===== config.mk =====
export PLATFORM = sky130hd
export DESIGN_NAME = radix_to_ascii_converter
export DESIGN_NICKNAME = d
export VERILOG_FILES = /design/src/r2a_pkg.sv /design/src/r2a_cell.sv /design/src/radix_to_ascii_converter.sv
export SDC_FILE = /design/constraint.sdc
export NUM_CORES = 1
export LEC_CHECK = 0
export ABC_AREA = 0
export BUFFER_PORTS_ARGS = -buffer_cell sky130_fd_sc_hd__buf_2
export CAP_MARGIN = 30
export CORE_AREA = 5 5 184 186
export CTS_BUF_LIST = sky130_fd_sc_hd__clkbuf_4
export DETAILED_ROUTE_END_ITERATION = 12
export DIE_AREA = 0 0 189 191
export PLACE_DENSITY_LB_ADDON = 0.3
export SLEW_MARGIN = 10
export SYNTH_ARGS = -nofsm -noshare
export SYNTH_HDL_FRONTEND = slang
export SYNTH_SLANG_ARGS = --single-unit

===== constraint.sdc =====
create_clock -name clk -period 6.4 [get_ports clk]
set_input_delay 0.96 -clock clk [delete_from_list [all_inputs] [get_ports clk]]
set_output_delay 0.96 -clock clk [all_outputs]
set_load 0.03 [all_outputs]

===== src/r2a_pkg.sv =====
`timescale 1ns / 1ps

package r2a_pkg;

  localparam int VALUE_BITS  = 31;
  localparam int DIGIT_SLOTS = 31;
  localparam int RADIX_BITS  = 5;
  localparam int DIGIT_BITS  = 4;
  localparam int CHAR_BITS   = 7;

  // conversion runs until the last bit fed into cell 0 has reached the top cell
  localparam int CONV_CYCLES = VALUE_BITS + DIGIT_SLOTS - 1;
  localparam int CNT_W       = $clog2(CONV_CYCLES);
  localparam int REM_W       = $clog2(DIGIT_SLOTS + 1);

  localparam logic [RADIX_BITS-1:0] RADIX_MIN = RADIX_BITS'(2);
  localparam logic [RADIX_BITS-1:0] RADIX_MAX = RADIX_BITS'(16);

  localparam logic [CHAR_BITS-1:0]  ASCII_ZERO        = CHAR_BITS'(48);
  localparam logic [CHAR_BITS-1:0]  LETTER_OFFSET     = CHAR_BITS'(55);
  localparam logic [DIGIT_BITS-1:0] MAX_DECIMAL_DIGIT = DIGIT_BITS'(9);

  typedef enum logic [1:0] {
    CM_CLEAR,
    CM_CONVERT,
    CM_SHIFT,
    CM_HOLD
  } cell_mode_t;

  typedef enum logic [1:0] {
    ST_IDLE,
    ST_CONV,
    ST_EMIT
  } state_t;

  function automatic logic [RADIX_BITS-1:0] clamp_radix(input logic [RADIX_BITS-1:0] r);
    logic [RADIX_BITS-1:0] res;
    res = r;
    if (r < RADIX_MIN) res = RADIX_MIN;
    if (r > RADIX_MAX) res = RADIX_MAX;
    return res;
  endfunction

  function automatic logic [CHAR_BITS-1:0] char_of_digit(input logic [DIGIT_BITS-1:0] d);
    logic [CHAR_BITS-1:0] res;
    if (d <= MAX_DECIMAL_DIGIT) res = ASCII_ZERO + CHAR_BITS'(d);
    else res = LETTER_OFFSET + CHAR_BITS'(d);
    return res;
  endfunction

endpackage


===== src/r2a_cell.sv =====
`timescale 1ns / 1ps

module r2a_cell
  import r2a_pkg::*;
(
  input  logic                  clk,
  input  cell_mode_t            mode,
  input  logic [RADIX_BITS-1:0] radix,
  input  logic                  token_in,
  input  logic                  carry_in,
  input  logic [DIGIT_BITS-1:0] digit_in,
  output logic                  token_out,
  output logic                  carry_out,
  output logic [DIGIT_BITS-1:0] digit
);

  logic [DIGIT_BITS:0]   doubled;
  logic                  ge;
  logic [DIGIT_BITS:0]   reduced;

  // digit times two plus incoming bit, folded back below the radix
  assign doubled = {digit, carry_in};
  assign ge      = doubled >= radix;
  assign reduced = ge ? (doubled - radix) : doubled;

  always_ff @(posedge clk) begin
    case (mode)
      CM_CLEAR: begin
        digit     <= '0;
        carry_out <= 1'b0;
        token_out <= 1'b0;
      end
      CM_CONVERT: begin
        token_out <= token_in;
        if (token_in) begin
          digit     <= reduced[DIGIT_BITS-1:0];
          carry_out <= ge;
        end
      end
      CM_SHIFT: begin
        digit <= digit_in;
      end
      CM_HOLD: begin
      end
      default: begin
      end
    endcase
  end

endmodule


===== src/radix_to_ascii_converter.sv =====
`timescale 1ns / 1ps

// Converts a 31-bit unsigned value to ASCII digits in radix 2 to 16 (radix below 2 is
// taken as 2, above 16 as 16), most significant first, 'A'-'F' for ten to fifteen, with
// last set on the final digit; zero gives a single '0'. The value is shifted bit by bit,
// most significant first, into a row of 31 digit cells, each doubling its digit and
// passing a registered carry to the next more significant cell, so conversion time
// does not depend on the radix. The row then shifts towards the output, dropping
// leading zeros and presenting one character per cycle unless char_stall is high.
// A new item is accepted only once the last character of the previous one has been
// transferred.
module radix_to_ascii_converter
  import r2a_pkg::*;
(
  input  logic                  clk,
  input  logic                  rst,
  input  logic                  item_valid,
  output logic                  item_stall,
  input  logic [VALUE_BITS-1:0] value,
  input  logic [RADIX_BITS-1:0] radix,
  output logic                  char_valid,
  input  logic                  char_stall,
  output logic [CHAR_BITS-1:0]  digit_char,
  output logic                  last
);

  state_t                state, state_next;
  logic [CNT_W-1:0]      cnt, cnt_next;
  logic [REM_W-1:0]      rem, rem_next;
  logic                  started, started_next;
  logic [VALUE_BITS-1:0] shreg, shreg_next;
  logic [RADIX_BITS-1:0] radix_q, radix_q_next;

  cell_mode_t            mode;
  logic                  skip;
  logic                  feed_token;

  logic [DIGIT_BITS-1:0] cell_digit [DIGIT_SLOTS];
  logic                  cell_carry [DIGIT_SLOTS];
  logic                  cell_token [DIGIT_SLOTS];
  logic [DIGIT_BITS-1:0] top_digit;

  assign top_digit = cell_digit[DIGIT_SLOTS-1];

  r2a_cell u_cell_0 (
    .clk       (clk),
    .mode      (mode),
    .radix     (radix_q),
    .token_in  (feed_token),
    .carry_in  (shreg[VALUE_BITS-1]),
    .digit_in  ('0),
    .token_out (cell_token[0]),
    .carry_out (cell_carry[0]),
    .digit     (cell_digit[0])
  );

  for (genvar i = 1; i < DIGIT_SLOTS; i++) begin : g_cell
    r2a_cell u_cell (
      .clk       (clk),
      .mode      (mode),
      .radix     (radix_q),
      .token_in  (cell_token[i-1]),
      .carry_in  (cell_carry[i-1]),
      .digit_in  (cell_digit[i-1]),
      .token_out (cell_token[i]),
      .carry_out (cell_carry[i]),
      .digit     (cell_digit[i])
    );
  end

  always_ff @(posedge clk) begin
    if (rst) begin
      state   <= ST_IDLE;
      cnt     <= '0;
      rem     <= '0;
      started <= 1'b0;
    end else begin
      state   <= state_next;
      cnt     <= cnt_next;
      rem     <= rem_next;
      started <= started_next;
    end
    shreg   <= shreg_next;
    radix_q <= radix_q_next;
  end

  always_comb begin
    state_next   = state;
    cnt_next     = cnt;
    rem_next     = rem;
    started_next = started;
    shreg_next   = shreg;
    radix_q_next = radix_q;
    item_stall   = 1'b1;
    char_valid   = 1'b0;
    skip         = 1'b0;
    feed_token   = 1'b0;
    mode         = CM_HOLD;
    case (state)
      ST_IDLE: begin
        item_stall = 1'b0;
        mode       = CM_CLEAR;
        if (item_valid) begin
          shreg_next   = value;
          radix_q_next = clamp_radix(radix);
          cnt_next     = '0;
          state_next   = ST_CONV;
        end
      end
      ST_CONV: begin
        mode       = CM_CONVERT;
        feed_token = cnt < CNT_W'(VALUE_BITS);
        shreg_next = {shreg[VALUE_BITS-2:0], 1'b0};
        cnt_next   = cnt + 1'b1;
        if (cnt == CNT_W'(CONV_CYCLES - 1)) begin
          rem_next     = REM_W'(DIGIT_SLOTS);
          started_next = 1'b0;
          state_next   = ST_EMIT;
        end
      end
      ST_EMIT: begin
        // leading zeros are dropped, but the final digit always goes out
        skip       = !started && (top_digit == '0) && (rem != REM_W'(1));
        char_valid = !skip;
        if (skip || !char_stall) begin
          mode         = CM_SHIFT;
          rem_next     = rem - 1'b1;
          started_next = 1'b1;
          if (rem == REM_W'(1)) state_next = ST_IDLE;
        end
        if (skip) started_next = 1'b0;
      end
      default: begin
        state_next = ST_IDLE;
      end
    endcase
  end

  assign digit_char = char_of_digit(top_digit);
  assign last       = (rem == REM_W'(1));

  assert property (@(posedge clk) disable iff (rst)
    item_valid && !item_stall |=> state == ST_CONV && cnt == '0)
    else $error("accepted item did not start conversion");

  assert property (@(posedge clk) disable iff (rst)
    char_valid && !char_stall && last |=> state == ST_IDLE && !char_valid)
    else $error("characters continue after the last transfer");

  assert property (@(posedge clk) disable iff (rst)
    char_valid && !started && !last |-> digit_char != ASCII_ZERO)
    else $error("leading zero emitted");

  assert property (@(posedge clk) disable iff (rst)
    state == ST_EMIT |-> rem != '0)
    else $error("digit count ran out during emission");

endmodule

==> impl_metrics.ini, run 1 <==
[outcome]
outcome = complete, no violations

[die]
dieWidth_um = 189
initial_core_util_pct = 49.2
core.rowCount = 66
dieArea_um2 = 36100
io_pins = 50
coreArea_um2 = 32100
fp.dieH_um = 191

[layout]
syn_to_final_growth_pct = 9.48
fin_cells = 2038
final_nets = 1822
layout_common_cells = nand2_1, edfxtp_1, ha_1, mux2i_1, inv_1
layout_commonest_cell = nand2_1
fin_util_pct = 53.9
final_layout_size_suffix_gt1_share_pct = 12.7

[cts]
cts_setup_buffers = 0
cts_tree = done
cts_buffer_depth = 3
clk_latency_ps = 700
cts_root_buffer = clkbuf_4
holdBufCountCts = 0
cts_num_sinks = 234
cts_buffers = 66
post_cts_resized = 0
htreeDepth = 3
clk_pin_slew_ps = 70

[power_and_ir_drop]
p_leak_nw = 7.28
peakVddDrop_mv = 0.137
power_density_nw_per_um2 = 267

[sta]
period_share_pct = 57.4
rsz0062_at_grt = no
finalSetupViolCount = 0
fmax_mhz = 272
fin_crit_ps = 3670
fin_tns_setup_ps = 0
setup_ws_ps = 2730
clock_skew_ps = 59.9
tightest_slew_ps = 927
relSlewSlack_pct = 38.1
slew_viol_final = 0
final_hold_viol_count = 0

[global_route]
grt_max_degree = 71
antenna_found_initial = 2
grt_pass1_wl_mm = 57.3
grt_pass1_vias = 11700
grt_overflow_total = 0
grtUsageTotal_pct = 19.1

[logic_synthesis]
avgSynthCellArea_um2 = 10.5
syn-num-nets = 1743
async_flop_share_pct = 0
synth-edff-count = 220
ys_dominant_reg_cell = edfxtp_1
syn_inst = 1510
yosysWarnings = 0
ys_seq_elements = 234
syn_area_um2 = 15800
synth.distinct_cells = 53
seq_area_frac_synth_pct = 43.6

[setup_path]
cp.required_ps = 5440
r2r_end = g_cell[7].u_cell.digit[0]$_DFFE_PP_
path_max_fanout = 6
endpoint_kind = output port
r2r_setup_slack_ps = 2790
r2r_start = g_cell[30].u_cell.digit[0]$_DFFE_PP_
r2r.worst_path.cells = 7
criticalPathCategory = reg -> out
startpoint_type = register
arrival_ps = 2710
crit_start = g_cell[30].u_cell.digit[0]$_DFFE_PP_
timing.critical_path.to = char_valid

[min_path]
hold_class = reg -> reg

[routing]
vias = 11400
wl_mm = 34.4
routedWlPerCell_um = 16.9
drt-initial-drc-count = 515
drc = 0
ant_nets = 0
vias_per_cell = 5.61
drt_pass1_iterations = 5

[place]
place_ws_ps = 2840
port-buffer-count = 49
dp_cells = 1929
hpwl_mm = 22.4
routabilityCongestion = 0.795

[job]
drv_cap = 0
-- Yosys cell counts (14+ instances only) --
master | count | area share, %
mux2i_1 | 120 | 7.6
dfxtp_1 | 14 | 1.8
nor2_1 | 45 | 1.1
nand2_1 | 228 | 5.4
fa_1 | 31 | 3.9
nand2b_1 | 26 | 1.0
clkbuf_1 | 36 | 0.85
inv_1 | 109 | 2.6
or2_2 | 29 | 1.1
xor2_1 | 36 | 2.0
a31oi_1 | 46 | 1.8
and2_1 | 31 | 1.2
ha_1 | 162 | 13
a21oi_1 | 77 | 2.4
a22o_1 | 32 | 1.8
a21o_1 | 23 | 1.1
o21ai_0 | 71 | 2.2
o21ai_1 | 61 | 1.9
edfxtp_1 | 220 | 42
xnor2_1 | 27 | 1.5
-- through the flow --
stage                     total power, W  instance area [µm²]  hold slack (ps)
after CTS                        0.00468                17300              463
after detailed placement         0.00326                16500              487
after global placement           0.00321                16500              474
after floorplan                  0.00297                15800              458
after global routing             0.00493                17300              481
final                            0.00463                17300              492
-- how the worst min path moves through the flow --
stage                             start                        to  slack (ps)  cells after the start
floorplan           cnt[0]$_SDFFE_PP0P_       cnt[0]$_SDFFE_PP0P_         460                      2
global placement    cnt[0]$_SDFFE_PP0P_       cnt[0]$_SDFFE_PP0P_         470                      2
detailed placement  cnt[0]$_SDFFE_PP0P_       cnt[0]$_SDFFE_PP0P_         490                      2
CTS                            radix[4]  radix_q[4]$_SDFFCE_PP1P_         460                      1
global route                   radix[4]  radix_q[4]$_SDFFCE_PP1P_         480                      1
finish              shreg[26]$_DFFE_PP_       shreg[27]$_DFFE_PP_         490                      2
-- cell families (layout without fill, tap and decap cells) --
| kind of cell | Yosys count | in the layout | share of synthesized area [%] |
|---|---|---|---|
| simple gates | 397 | 397 | 11.5 |
| mux | 120 | 120 | 7.60 |
| other cells | 0 | 2 | 0 |
| buf+inv | 163 | 281 | 4.17 |
| flops | 234 | 234 | 43.6 |
| compound gates | 340 | 340 | 13.0 |
| xor+xnor | 63 | 63 | 3.49 |
| fa+ha+maj | 193 | 193 | 16.7 |
-- cell type report --
type,instances,area (µm²)
clock inverters,12,101
repair buffers,65,385
multi-input cells,1113,8300
inverters,109,409
clock buffers,95,713
flip-flops and latches,234,6890
fillers,2810,14800
well taps,408,510
diodes,2,5.00
-- critical path: stages (launching register included) --
cell and delay, ps:
edfxtp_1 500, inv_1 160, ha_1 160, or4b_1 460
or2_1 370, and2_1 210, buf_2 190
-- metal layers --
metal / wire, µm / vias to the layer above / GRT usage [%] / part of all wire, %
li1: - / 5612 / - / -
met1: 15800 / 5503 / 25.0 / 46
met2: 16300 / 249 / 32.3 / 47
met3: 1660 / 68 / 3.56 / 4.8
met4: 709 / 0 / 6.28 / 2.1
met5: 0 / - / 0 / 0
-- sequential cells by signal, indices dropped and copies added (netlist names), 2 cells and up --
signal / count
rem: 5
g_cell.u_cell.carry_out: 29
radix_q: 5
state: 2
shreg: 31
cnt: 6
u_cell_0.digit: 4
g_cell.u_cell.token_out: 29
g_cell.u_cell.digit: 120
-- report_power, final --
| part | switching [W] | internal (W) |
|---|---|---|
| sequential | 0.000121 | 0.00186 |
| combinational | 0.000694 | 0.000550 |
| clock | 0.000643 | 0.000755 |
| total | 0.00146 | 0.00317 |
Power figures use the tool's default switching activity.
==> inputs of run 2 (changes only) <==
--- a/config.mk
+++ b/config.mk
@@ -5,13 +5,13 @@
 export SDC_FILE = /design/constraint.sdc
 export NUM_CORES = 1
 export LEC_CHECK = 0
-export ABC_AREA = 0
+export ABC_AREA = 1
 export BUFFER_PORTS_ARGS = -buffer_cell sky130_fd_sc_hd__buf_2
 export CAP_MARGIN = 30
-export CORE_AREA = 5 5 184 186
+export CORE_AREA = 5 5 193 195
 export CTS_BUF_LIST = sky130_fd_sc_hd__clkbuf_4
 export DETAILED_ROUTE_END_ITERATION = 12
-export DIE_AREA = 0 0 189 191
+export DIE_AREA = 0 0 198 200
 export PLACE_DENSITY_LB_ADDON = 0.3
 export SLEW_MARGIN = 10
 export SYNTH_ARGS = -nofsm -noshare
==> constraint.sdc (replaced) <==
create_clock -name clk -period 3.2 [get_ports clk]
set_input_delay 0.48 -clock clk [delete_from_list [all_inputs] [get_ports clk]]
set_output_delay 0.48 -clock clk [all_outputs]
set_load 0.03 [all_outputs]
==> run 2 against run 1 <==
Net effect: via count grew 31%; final cell count grew 35%; synthesized area grew 10%; clock power grew 100%; global-route usage grew 2.2 points; sequential share of layout area shrank 4.2 points; power grew to 3.9 times the previous value; critical path depth is the same; synthesized cell count grew 42%; wire length grew 21%; die area grew 9.7%; first-iteration DRC count grew 110%; highest routed layer unchanged.
==> impl_metrics.ini, run 2 <==
[setup_path]
crit_chain = buf_6 > inv_2 > nor2_4 > inv_1 > a21oi_1 > buf_2
path_max_fanout = 29
r2r_setup_slack_ps = 690
crit_slowest_cell = dfxtp_1
arrival_ps = 2400
path_delay_family = buffers and inverters
startpoint_type = register
cp.required_ps = 2720
timing.critical_path.to = char_valid
crit_start = state[1]$_SDFFE_PP0P_
crit_cells = 6
slowest_delay_ps = 390
critPathBufInv = 4
criticalPathCategory = reg -> out
endpoint_kind = output port
r2r_end = g_cell[9].u_cell.digit[1]$_DFFE_PP_
r2r.worst_path.cells = 10
r2r_start = g_cell[30].u_cell.digit[0]$_DFFE_PP_

[sta]
relSlewSlack_pct = 58.9
tightest_slew_ps = 614
slew_viol_final = 0
fin_tns_setup_ps = 0
fin_crit_ps = 2880
clock_skew_ps = 50.3
finalSetupViolCount = 0
final_hold_viol_count = 0
fin_hold_ws_ps = 57.0
period_share_pct = 89.9
fmax_mhz = 347
rsz0062_at_grt = no

[die]
initial_core_util_pct = 49.5
dieWidth_um = 198
fp.dieH_um = 200
dieArea_um2 = 39600
io_pins = 50
coreArea_um2 = 35200
core.rowCount = 69

[logic_synthesis]
synth-edff-count = 220
yosysMostFrequentCell = nand2_1
syn_inst = 2141
seq_area_frac_synth_pct = 39.5
ys_dominant_reg_cell = edfxtp_1
async_flop_share_pct = 0
syn_area_um2 = 17400
synthTopCellsByArea = edfxtp_1, nand2_1, ha_1, nand4_1, inv_1
synth.distinct_cells = 33
avgSynthCellArea_um2 = 8.14
yosysTopAreaCellShare_pct = 37.9
yosysWarnings = 0
syn-num-nets = 2374
synth_commonest_cells = nand2_1, inv_1, edfxtp_1
synth_top_area_cell = edfxtp_1
ys_seq_elements = 234

[cts]
cts_setup_buffers = 0
cts_num_sinks = 234
cts_tree = done
clk_latency_ps = 720
clk_pin_slew_ps = 60
htreeDepth = 3
cts_buffers = 66
cts_root_buffer = clkbuf_4
cts_buffer_depth = 3

[routing]
drc = 0
vias = 14900
drt-initial-drc-count = 1079
routedWlPerCell_um = 15.1
vias_per_cell = 5.42
wl_mm = 41.5
ant_nets = 0
drt_pass1_iterations = 6

[job]
drv_cap = 0

[power_and_ir_drop]
peakVddDrop_mv = 0.436
power_density_nw_per_um2 = 927
p_leak_nw = 9.58

[outcome]
outcome = complete, no violations

[place]
hpwl_mm = 27.6
routabilityCongestion = 0.882
port-buffer-count = 49

[layout]
largestRegisters = g_cell.u_cell.digit x120, shreg x31
final_layout_size_suffix_gt1_share_pct = 7.98
final_nets = 2483
largest-register = g_cell.u_cell.digit
syn_to_final_growth_pct = 11.0
largest_reg_flops = 120
layout_commonest_cell = nand2_1
layout_common_cells = nand2_1, inv_1, edfxtp_1, nand3_1, nor2_1

[global_route]
grt_pass1_wl_mm = 70.5
grtUsageTotal_pct = 21.3
grt_overflow_total = 0
antenna_found_initial = 2
grt_pass1_vias = 15000
grt_max_degree = 121

[min_path]
hold_class = in -> reg
-- run 2: repair_timing --
item / CTS / global route
hold buffers: 25 / 0
resized for setup: 0 / 1
hold endpoints to repair: 29 / 0
setup endpoints to repair: 0 / 1
-- run 2: kinds of logic (layout without fill, tap and decap cells) --
family          Yosys count  after routing  synth area share (%)
flops                   234            234                  39.5
buf+inv                 355            507                  8.23
simple gates           1175           1175                  29.7
fa+ha+maj               193            193                  15.2
other cells               0              2                     0
compound gates          121            121                  4.18
xor+xnor                 63             63                  3.17
-- run 2: per-layer routing --
| layer | up-vias | global-route usage, % | part of all wire [%] |
|---|---|---|---|
| met5 | - | 0 | 0 |
| met3 | 90 | 3.86 | 5.9 |
| met2 | 440 | 36.6 | 48 |
| met4 | 0 | 7.37 | 2.4 |
| met1 | 6896 | 27.4 | 44 |
| li1 | 7517 | - | - |
-- run 2: layout make-up --
type	count	area (µm²)
multi-input cells	1552	9130
flip-flops and latches	234	6890
repair buffers	92	762
clock inverters	16	130
diodes	2	5.00
fillers	3246	15900
well taps	461	577
clock buffers	95	713
inverters	304	1140
-- run 2: worst register-to-register path: stages (launching register included) --
cell      delay (ps)
edfxtp_1         470
inv_1            190
ha_1             180
nand2_1           50
nor2_1           140
nand2_1          120
nand2_1          170
a21oi_4          160
buf_16           210
buf_16           160
nor2_1           300
-- run 2: how the worst min path moves through the flow --
stage / start / to / slack [ps] / depth (start not counted)
floorplan: started$_SDFFE_PP0P_ / started$_SDFFE_PP0P_ / 440 / 2
global route: value[19] / shreg[19]$_DFFE_PP_ / 30 / 3
detailed placement: started$_SDFFE_PP0P_ / started$_SDFFE_PP0P_ / 460 / 2
CTS: value[19] / shreg[19]$_DFFE_PP_ / 2 / 3
finish: value[18] / shreg[18]$_DFFE_PP_ / 60 / 3
global placement: started$_SDFFE_PP0P_ / started$_SDFFE_PP0P_ / 460 / 2
-- run 2: per-stage QoR --
stage	total power, W	setup WS (ps)	instances	util [%]	instance area [µm²]
2_1_floorplan	0.0129	78.2	2141	-	17400
3_3_place_gp	0.0147	397	2616	51.6	18200
3_5_place_dp	0.0150	704	2618	51.8	18200
4_1_cts	0.0180	98.2	2754	54.9	19300
5_1_grt	0.0197	54.5	2756	54.9	19300
6_report	0.0179	322	2756	54.9	19300
-- run 2: power breakdown --
| part | leakage, nW | internal [W] | switching, W |
|---|---|---|---|
| registers | 2.51 | 0.00492 | 0.000874 |
| clock network | 0.491 | 0.00153 | 0.00133 |
| logic | 6.59 | 0.00347 | 0.00582 |
| total | 9.58 | 0.00991 | 0.00803 |
==> inputs of run 3 (changes only) <==
--- a/config.mk
+++ b/config.mk
@@ -12,6 +12,7 @@
 export CTS_BUF_LIST = sky130_fd_sc_hd__clkbuf_4
 export DETAILED_ROUTE_END_ITERATION = 12
 export DIE_AREA = 0 0 198 200
+export HOLD_SLACK_MARGIN = 0.1
 export PLACE_DENSITY_LB_ADDON = 0.3
 export SLEW_MARGIN = 10
 export SYNTH_ARGS = -nofsm -noshare
==> run 3 against run 2 <==
Net effect: utilization rose by 0.31 points; sequential share of layout area fell by 0.20 points; wire length is 0.80% higher; critical path type unchanged; combinational power barely moved; flip-flop and latch count stayed put; hold slack better by 150 ps; highest routed layer unchanged; non-clock buffer count grew 11; largest cell class unchanged; largest power group unchanged; register-to-register slack is essentially flat; critical endpoint unchanged; cell area grew 0.57%.
==> impl_metrics.ini, run 3 (synthesis results as in run 2) <==
[outcome]
outcome = complete, no violations

[cts]
cts_buffers = 66
cts_setup_buffers = 0
htreeDepth = 3
cts_root_buffer = clkbuf_4
cts_num_sinks = 234
cts_buffer_depth = 3
clk_latency_ps = 720
clk_pin_slew_ps = 60
cts_tree = done

[die]
dieWidth_um = 198
io_pins = 50
coreArea_um2 = 35200
initial_core_util_pct = 49.5
fp.dieH_um = 200
dieArea_um2 = 39600
core.rowCount = 69

[global_route]
grt_overflow_total = 0
antenna_found_initial = 2
grt_pass1_wl_mm = 70.8
grt_pass1_vias = 15100
grt_max_degree = 121
grtUsageTotal_pct = 21.5

[power_and_ir_drop]
peakVddDrop_mv = 0.419
power_density_nw_per_um2 = 923
p_leak_nw = 9.63
p_total_w = 0.0180

[routing]
wl_mm = 41.8
drc = 0
routedWlPerCell_um = 15.1
drt_pass1_iterations = 6
vias_per_cell = 5.43
ant_nets = 0
drt-initial-drc-count = 1066
vias = 15000

[place]
hpwl_mm = 27.6
place_ws_ps = 704
routabilityCongestion = 0.882
port-buffer-count = 49
dpl-instance-area_um2 = 18200

[setup_path]
criticalPathCategory = reg -> out
crit_slowest_cell = dfxtp_1
arrival_ps = 2410
endpoint_kind = output port
cp.required_ps = 2720
slowest_delay_ps = 390
crit_chain = buf_6 > inv_2 > nor2_4 > inv_1 > a21oi_1 > buf_2
startpoint_type = register
path_max_fanout = 29

[sta]
fin_tns_setup_ps = 0
final_hold_viol_count = 0
setup_ws_ps = 307
fin_crit_ps = 2890
fmax_mhz = 346
period_share_pct = 90.4
relSlewSlack_pct = 58.3
clock_skew_ps = 51.2
finalSetupViolCount = 0
tightest_slew_ps = 623
rsz0062_at_grt = no
slew_viol_final = 0

[min_path]
hold_class = in -> reg

[job]
drv_cap = 0

[layout]
syn_to_final_growth_pct = 11.6
largest_reg_flops = 120
final_area_um2 = 19500
final_layout_size_suffix_gt1_share_pct = 7.94
largestRegisters = g_cell.u_cell.digit x120, shreg x31
layout_commonest_cell = nand2_1
final_nets = 2494
largest-register = g_cell.u_cell.digit
layout_common_cells = nand2_1, inv_1, edfxtp_1, nand3_1, nor2_1
==> run 3: cell types whose count changed in the layout (fill, tap and decap cells not counted), sizes merged <==
| cell | previous run | this run |
|---|---|---|
| dlygate4sd3 | 25 | 36 |
==> run 3: worst paths after layout <==
path                                        start                              endpoint  slack [ps]  cells after the start
max reg2reg  g_cell[30].u_cell.digit[0]$_DFFE_PP_  g_cell[10].u_cell.digit[0]$_DFFE_PP_         690                     10
max                         state[1]$_SDFFE_PP0P_                            char_valid         310                      6
min reg2reg                  started$_SDFFE_PP0P_                  started$_SDFFE_PP0P_         470                      2
min                                      radix[1]              radix_q[1]$_SDFFCE_PP0P_         210                      3
==> run 3: worst max-delay path: cells and delay by family, from the launching register on <==
family,cells,cell delay (ps)
buf+inv,4,890
flops,1,390
simple gates,1,240
compound gates,1,190
==> run 3: area by class of cell <==
cell class / count / area (µm²)
antenna: 2 / 5.00
timing repair buffer: 103 / 872
inverter: 304 / 1140
clock buffer: 95 / 713
sequential: 234 / 6890
fill: 3227 / 15800
clock inverter: 16 / 130
multi-input combinational: 1552 / 9130
tap: 461 / 577
==> run 3: what timing repair did <==
action / 4_1_cts / 5_1_grt
gates resized for setup: 0 / 1
setup endpoints to repair: 0 / 1
endpoints found under the hold margin: 42 / 0
hold buffers: 36 / 0
==> run 3: through the flow <==
stage | utilization (%) | cells | hold slack (ps)
2_1_floorplan | - | 2141 | 441
3_3_place_gp | 51.6 | 2616 | 455
3_5_place_dp | 51.8 | 2618 | 462
4_1_cts | 55.2 | 2765 | 159
5_1_grt | 55.2 | 2767 | 177
6_report | 55.2 | 2767 | 211
==> run 3: report_power, final <==
part	total [W]	switching, W	internal (W)
Sequential	0.00580	0.000875	0.00492
Combinational	0.00930	0.00582	0.00348
Clock	0.00287	0.00134	0.00153
Total	0.0180	0.00804	0.00992
==> run 3: routing by layer <==
layer	global-route usage (%)	part of all wire (%)	vias to the layer above
met2	36.6	48	474
li1	-	-	7539
met1	27.6	43	6907
met3	3.93	6.4	93
met5	0	0	-
met4	7.60	2.4	0
